`config.mk`:
```
export PLATFORM = sky130hd
export DESIGN_NAME = aoqs_cmp
export DESIGN_NICKNAME = d
export VERILOG_FILES = /design/src/hdl/aoqs_pkg.sv /design/src/hdl/aoqs_cmp.sv
export SDC_FILE = /design/constraint.sdc
export NUM_CORES = 1
export LEC_CHECK = 0
export ABC_AREA = 1
export BUFFER_PORTS_ARGS = -buffer_cell sky130_fd_sc_hd__buf_4
export CORE_AREA = 2 2 251 253
export DETAILED_ROUTE_END_ITERATION = 8
export DIE_AREA = 0 0 253 255
export PLACE_DENSITY = 0.43
export SKIP_LAST_GASP = 1
export SYNTH_ARGS = -nofsm -noshare
export SYNTH_HDL_FRONTEND = slang
export SYNTH_SLANG_ARGS = --single-unit
export TNS_END_PERCENT = 10
```
`constraint.sdc`:
```
create_clock -name vclk -period 6.4
set_clock_uncertainty 0.15 [all_clocks]
set_input_delay 0.96 -clock vclk [all_inputs]
set_output_delay 0.96 -clock vclk [all_outputs]
set_load 0.02 [all_outputs]
```
`src/hdl/aoqs_pkg.sv`:
```
// Shared types, codes and constants for the box overlap query store.
package aoqs_pkg;

  localparam int MAX_ENTRIES_DEF = 64;

  typedef logic signed [31:0] coord_t;

  typedef struct packed {
    coord_t hi_z;
    coord_t hi_y;
    coord_t hi_x;
    coord_t lo_z;
    coord_t lo_y;
    coord_t lo_x;
  } box_t;

  typedef struct packed {
    logic [31:0] id;
    logic        moving;
    box_t        box;
  } entry_t;

  // Result of the shared compare unit
  typedef struct packed {
    logic id_eq;
    logic overlap;
    box_t merged;
  } cmp_t;

  typedef enum logic [2:0] {
    MODE_ADD    = 3'd0,
    MODE_REMOVE = 3'd1,
    MODE_SET    = 3'd2,
    MODE_MERGE  = 3'd3,
    MODE_BOXQ   = 3'd4,
    MODE_OBJQ   = 3'd5
  } mode_t;

  typedef enum logic [2:0] {
    ST_DONE     = 3'd0,
    ST_DUP      = 3'd1,
    ST_NOTFOUND = 3'd2,
    ST_FULL     = 3'd3,
    ST_HIT      = 3'd4,
    ST_NOHITS   = 3'd5
  } status_t;

  typedef enum logic [2:0] {
    S_IDLE,
    S_FIND,
    S_SHIFT,
    S_QUERY,
    S_RESP
  } state_t;

endpackage

```
`src/hdl/aoqs_cmp.sv`:
```
// Shared compare unit: id match, three-axis overlap and box union.
module aoqs_cmp (
  input  aoqs_pkg::entry_t ent,
  input  aoqs_pkg::box_t   q,
  input  logic [31:0]      id,
  output aoqs_pkg::cmp_t   res
);

  // Match id and test overlap against the query box
  assign res.id_eq   = (ent.id == id);
  assign res.overlap = (ent.box.lo_x <= q.hi_x) && (ent.box.hi_x > q.lo_x) &&
                       (ent.box.lo_y <= q.hi_y) && (ent.box.hi_y > q.lo_y) &&
                       (ent.box.lo_z <= q.hi_z) && (ent.box.hi_z > q.lo_z);

  // Widen the stored box to cover the query box
  assign res.merged.lo_x = (q.lo_x < ent.box.lo_x) ? q.lo_x : ent.box.lo_x;
  assign res.merged.lo_y = (q.lo_y < ent.box.lo_y) ? q.lo_y : ent.box.lo_y;
  assign res.merged.lo_z = (q.lo_z < ent.box.lo_z) ? q.lo_z : ent.box.lo_z;
  assign res.merged.hi_x = (q.hi_x > ent.box.hi_x) ? q.hi_x : ent.box.hi_x;
  assign res.merged.hi_y = (q.hi_y > ent.box.hi_y) ? q.hi_y : ent.box.hi_y;
  assign res.merged.hi_z = (q.hi_z > ent.box.hi_z) ? q.hi_z : ent.box.hi_z;

endmodule
```
==> results of run 1 <==
-- kinds of logic after synthesis --
logic type	after synthesis	share of synthesized area, %
and+or+nand+nor	1131	36.8
buffers and inverters	549	16.2
xor gates and xnor gates	22	1.41
AOI/OAI and AO/OA	276	10.8
adders and majority gates	381	34.8
-- where the power goes --
part / switching, W / total (W) / internal [W]
registers: 0 / 0 / 0
logic: 0.00118 / 0.00198 / 0.000801
clock network: 0 / 0 / 0
total: 0.00118 / 0.00198 / 0.000801
-- stage by stage --
| stage | hold slack, ns | total power, W | cell area, um^2 | setup WS (ns) |
|---|---|---|---|---|
| 3_5_place_dp | 2.10 | 0.00199 | 19200 | 1.01 |
| 2_1_floorplan | 1.94 | 0.00109 | 13700 | 2.80 |
| 5_1_grt | 2.11 | 0.00219 | 19200 | 0.721 |
| 4_1_cts | 2.10 | 0.00200 | 19200 | 1.00 |
| 6_report | 2.09 | 0.00198 | 19200 | 1.03 |
| 3_3_place_gp | 2.10 | 0.00196 | 19200 | 1.05 |
-- layout make-up --
class	count	area share [%]
multi-input cells	1810	59.8
repair buffers	655	25.6
inverters	477	9.33
well taps	799	5.21
-- cells in the final DEF (no fill, tap or decap), types with 3 or more instances in the layout --
cell type	Yosys	routed
a21o_1	7	7
a21oi_1	185	185
buf_4	12	655
ha_1	381	381
inv_1	477	477
nand2_1	629	629
nand2_2	8	8
nand3_1	224	224
nand3_2	6	6
nand4_1	129	129
nor2_1	90	90
nor3_1	21	21
nor4_1	4	4
o2111ai_1	4	4
o21a_1	21	21
o21ai_0	50	50
o21ai_1	3	3
o21bai_1	3	3
or2_2	7	7
xnor2_1	16	16
xor2_1	6	6
-- synth_stat cells, drive strengths merged (6+ instances only) --
library cell / count / area, um^2
nand2: 637 / 2410
o21ai: 53 / 265
or2: 7 / 43.8
xnor2: 16 / 140
a21oi: 185 / 926
nand3: 231 / 1200
nor4: 7 / 71.3
ha: 381 / 4770
nor3: 21 / 105
nand4: 130 / 820
inv: 477 / 1790
clkbuf: 13 / 58.8
xor2: 6 / 52.6
buf: 59 / 375
nor2: 91 / 344
o21a: 21 / 158
a21o: 7 / 52.6
-- metal layers --
| layer | vias up | part of all wire [%] | global-route usage [%] |
|---|---|---|---|
| met5 | - | 0.023 | 0 |
| met4 | 2 | 2.5 | 4.34 |
| met3 | 74 | 5.3 | 1.95 |
| met2 | 552 | 50 | 37.0 |
| met1 | 8030 | 42 | 24.3 |
| li1 | 8935 | - | - |
-- worst paths after layout --
kind     start       end  slack, ns  cells after the start
min   ent[103]  res[103]       2.09                      4
max   ent[143]  res[148]       1.03                     14
-- critical path, cell delays in order --
cell and delay [ns]:
buf_4 0.10, inv_1 0.04, ha_1 0.31, a21oi_1 0.17, o21ai_0 0.12, a21oi_1 0.41
nand2_1 0.12, nand2_1 0.10, nand2_1 0.06, nand2_2 0.52, nand3_2 0.82, nand2_1 0.23
nand2_1 0.11, buf_4 0.18
==> metrics.md, run 1 <==
| Metric | Value |
|---|---|
| Status | `complete, no violations` |
| Slew HR | `44.3%` |
| Worst EP required | `5.29 ns` |
| Crit Path Max Fanout | `33` |
| Slew Limit Fails | `0` |
| Period utilization | `83.9%` |
| Synthesized Nets | `3189` |
| Final hold violation count | `0` |
| # diodes | `0` |
| Post-Layout Cell Count | `3741` |
| Least-Margin Pin Slew | `0.835 ns` |
| Crit. End Element | `primary output` |
| Layout area overhead | `40.0%` |
| Post-CTS Setup Inserts | `0` |
| Number of max-cap violations | `0` |
| GP Congestion | `0.896` |
| Clkbuf count | `0` |
| Fillers | `6990` |
| Num sequential | `0` |
| Power density over the cells | `103 nW/um^2` |
| Die Wd | `253 um` |
| Gr ovfl total | `0` |
| Sequential Area | `0 um^2` |
| Pin count of the biggest net entering global routing | `34` |
| DRT Pass-1 Iters | `7` |
| Min Tclk post-route | `5.37 ns` |
| Initial drt markers | `934` |
| Vias/cell | `4.70` |
| Placed Cells | `3741` |
| Hold crit path type | `primary input to primary output` |
| TNS Setup | `0 ns` |
| Leakage | `12.0 nW` |
| IO buf count | `642` |
| Crit path DAT | `4.26 ns` |
| GR Util All Layers | `19.8%` |
| Synthesized cell area | `13700 um^2` |
| # hold bufs at CTS | `0` |
| Total area of multi-input combinational cells | `11500 um^2` |
| First-pass GRT wire length | `99.0 mm` |
| Critical Path Start Type | `primary input` |
| Vias after detailed routing | `17600` |
| Distinct cells, synth | `37` |
| RSZ-0062 raised after global routing | `false` |
| ANT nets after route | `0` |
| Mean Syn Cell Area | `5.81 um^2` |
| Row cnt | `92` |
| VDD IR max | `70.8 uV` |
| Routed WL per cell | `18.3 um` |
| Sequential share of the synthesized area | `0%` |
| DIE HEIGHT | `255 um` |
| Layout cell share with drive strength beyond 1 | `23.2%` |
| Resize count post-CTS | `0` |
| Initial antenna violation count | `1` |
| Final core utilization | `30.9%` |
| Remaining DRCs | `0` |
| Vias in the first global route | `17000` |
| Hpwl dp | `61.1 mm` |
| Initial core utilization | `22.1%` |
| Synth warn | `0` |
| Crit path kind | `primary input to primary output` |
| Endpoints failing setup | `0` |
| # nets final | `3774` |
| I/O pin count | `643` |
| Core footprint | `62200 um^2` |
| Mapped Cells | `2359` |
| Die area | `64500 um^2` |
| Routed wire length | `68.5 mm` |
| Achievable Freq | `186 MHz` |
No activity file was read; power rests on OpenSTA's default activity.
==> inputs of run 2 (changes only) <==
- clock period: 6.4 -> 5.4 ns (I/O delays scaled with it)
==> run 2 against run 1 <==
Effect of this change: die area unchanged; critical endpoint unchanged; core utilization grew 0.10 points; largest cell class unchanged; combinational power increased by 19%; cell count about the same; first-iteration DRC count is 1.8% lower; largest power group unchanged.
==> metrics.md, run 2 (synthesis gave the netlist of run 1 again) <==
| Metric | Value |
|---|---|
| Slew HR | `43.5% (-0.77 points)` |
| Num sequential | `0 (unchanged)` |
| # nets final | `3776 (+0.053%)` |
| Period utilization | `83.2%` |
| ANT nets after route | `0 (unchanged)` |
| Row cnt | `92 (unchanged)` |
| Pin count of the biggest net entering global routing | `33 (-2.9%)` |
| Most common cell after layout, fill and taps aside | `buf_4` |
| Setup WS pre-CTS | `0.825 ns (-0.184 ns)` |
| Core footprint | `62200 um^2 (unchanged)` |
| Power, Total | `0.00236 W (+19%)` |
| DIE HEIGHT | `255 um (unchanged)` |
| Routed wire length | `68.8 mm (+0.52%)` |
| Least-Margin Pin Slew | `0.846 ns (+0.0115 ns)` |
| Crit Path Max Fanout | `32 (-3.0%)` |
| Placed inst area | `19300 um^2 (+0.34%)` |
| Most frequent cells in the layout | `buf_4, nand2_1, inv_1` |
| CP Cell Sequence | `buf_4 > inv_1 > ha_1 > nand2_1 > inv_1 > nand3_1 > nor3_1 > nand2_1 > nand2_1 > nand2_1 > nand3_1 > nand3_2 > nand2_1 > nand2_1 > buf_4` |
| Number of max-cap violations | `0 (unchanged)` |
| Vias after detailed routing | `17600 (+0.0057%)` |
| Achievable Freq | `223 MHz` |
| Clkbuf count | `0 (unchanged)` |
| Final hold violation count | `0 (unchanged)` |
| DRT Pass-1 Iters | `5 (-2)` |
| Placed Cells | `3743 (+0.053%)` |
| GR Util met1 | `24.5% (+0.17 points)` |
| Endpoints failing setup | `0 (unchanged)` |
| CP dominant cell by count | `nand2_1` |
| Remaining DRCs | `0 (unchanged)` |
| Worst Hold Launch | `ent[104]` |
| Sequential Area | `0 um^2 (unchanged)` |
| TNS Setup | `0 ns (unchanged)` |
| Slew Limit Fails | `0 (unchanged)` |
| GR peak layer | `met2` |
| Status | `complete, no violations` |
| Met2 Use GR | `38.1% (+1.2 points)` |
| Leakage | `12.0 nW (+0.26%)` |
| VDD IR max | `73.5 uV (+3.9%)` |
| Die area | `64500 um^2 (unchanged)` |
| Gr ovfl total | `0 (unchanged)` |
| Crit path DAT | `3.53 ns (-0.73 ns)` |
| Min Tclk post-route | `4.49 ns` |
| # diodes | `0 (unchanged)` |
| Die Wd | `253 um (unchanged)` |
| Final Instance Area | `19300 um^2 (+0.34%)` |
| Hold crit path type | `primary input to primary output` |
| Routed WL per cell | `18.4 um (+0.46%)` |
| GR Layer Usage met3 | `2.06% (+0.11 points)` |
| Worst min-delay path endpoint | `res[104]` |
| First-pass GRT wire length | `101 mm (+2.1%)` |
| Post-Layout Cell Count | `3743 (+0.053%)` |
| Largest stage delay, worst path | `0.66 ns (-0.16 ns)` |
| Worst EP required | `4.44 ns (-0.85 ns)` |
| GP Congestion | `0.882 (-1.6%)` |
| RSZ-0062 raised after global routing | `false` |
| IO buf count | `642 (unchanged)` |
| Power density over the cells | `123 nW/um^2 (+19%)` |
| Initial core utilization | `22.1% (unchanged)` |
| Initial antenna violation count | `2 (+1)` |
| Critical Path Start Type | `primary input` |
| Resize count post-CTS | `0 (unchanged)` |
| Vias in the first global route | `17600 (+3.3%)` |
| Crit path kind | `primary input to primary output` |
| Initial drt markers | `917 (-1.8%)` |
| Slowest CP cell | `nand3_2` |
| I/O pin count | `643 (unchanged)` |
| Layout area overhead | `40.5%` |
| GR Util All Layers | `20.1% (+0.35 points)` |
| Hpwl dp | `61.0 mm (about the same)` |
| Hold path cells | `4 (unchanged)` |
| Crit. End Element | `primary output` |
| Final setup margin | `0.908 ns (-0.123 ns)` |
| Vias/cell | `4.70 (about the same)` |
| Layout cell share with drive strength beyond 1 | `23.2% (+0.052 points)` |
| Post-CTS Setup Inserts | `0 (unchanged)` |
| # hold bufs at CTS | `0 (unchanged)` |
[run 2: cell types whose count changed in the layout (fill, tap and decap cells not counted)]
cell    delta
buf_12     +4
buf_4      -2
[run 2: worst max path at each step]
stage,slack (ns),depth (start not counted),startpoint,end
5_1_grt,0.64,15,ent[143],res[129]
3_5_place_dp,0.82,15,ent[143],res[129]
6_report,0.91,15,ent[143],res[148]
4_1_cts,0.82,15,ent[143],res[129]
3_3_place_gp,0.79,15,ent[143],res[129]
2_1_floorplan,2.10,14,ent[133],res[129]
[run 2: per-layer routing]
metal / share of wire (%) / wire [um]
met4: 2.1 / 1480
met5: 0.044 / 30
met1: 42 / 28700
met3: 5.4 / 3710
met2: 51 / 34900
[run 2: stage by stage]
stage          util [%]  hold slack, ns
2_1_floorplan         -            1.64
3_3_place_gp       31.0            1.80
3_5_place_dp       31.0            1.79
4_1_cts            31.0            1.79
5_1_grt            31.0            1.81
6_report           31.0            1.79
[run 2: area by class of cell]
class	count	area, um^2
fill	6976	42900
inverter	477	1790
tap	799	1000
timing repair buffer	657	4980
multi-input combinational	1810	11500
[run 2: where the power goes]
part | switching, W | internal, W
clock | 0 | 0
sequential | 0 | 0
combinational | 0.00140 | 0.000960
[run 2: critical path: cells and delay by family]
kind / cells / cell delay, ns
simple gates: 10 / 2.04
buf+inv: 4 / 0.36
fa+ha+maj: 1 / 0.28
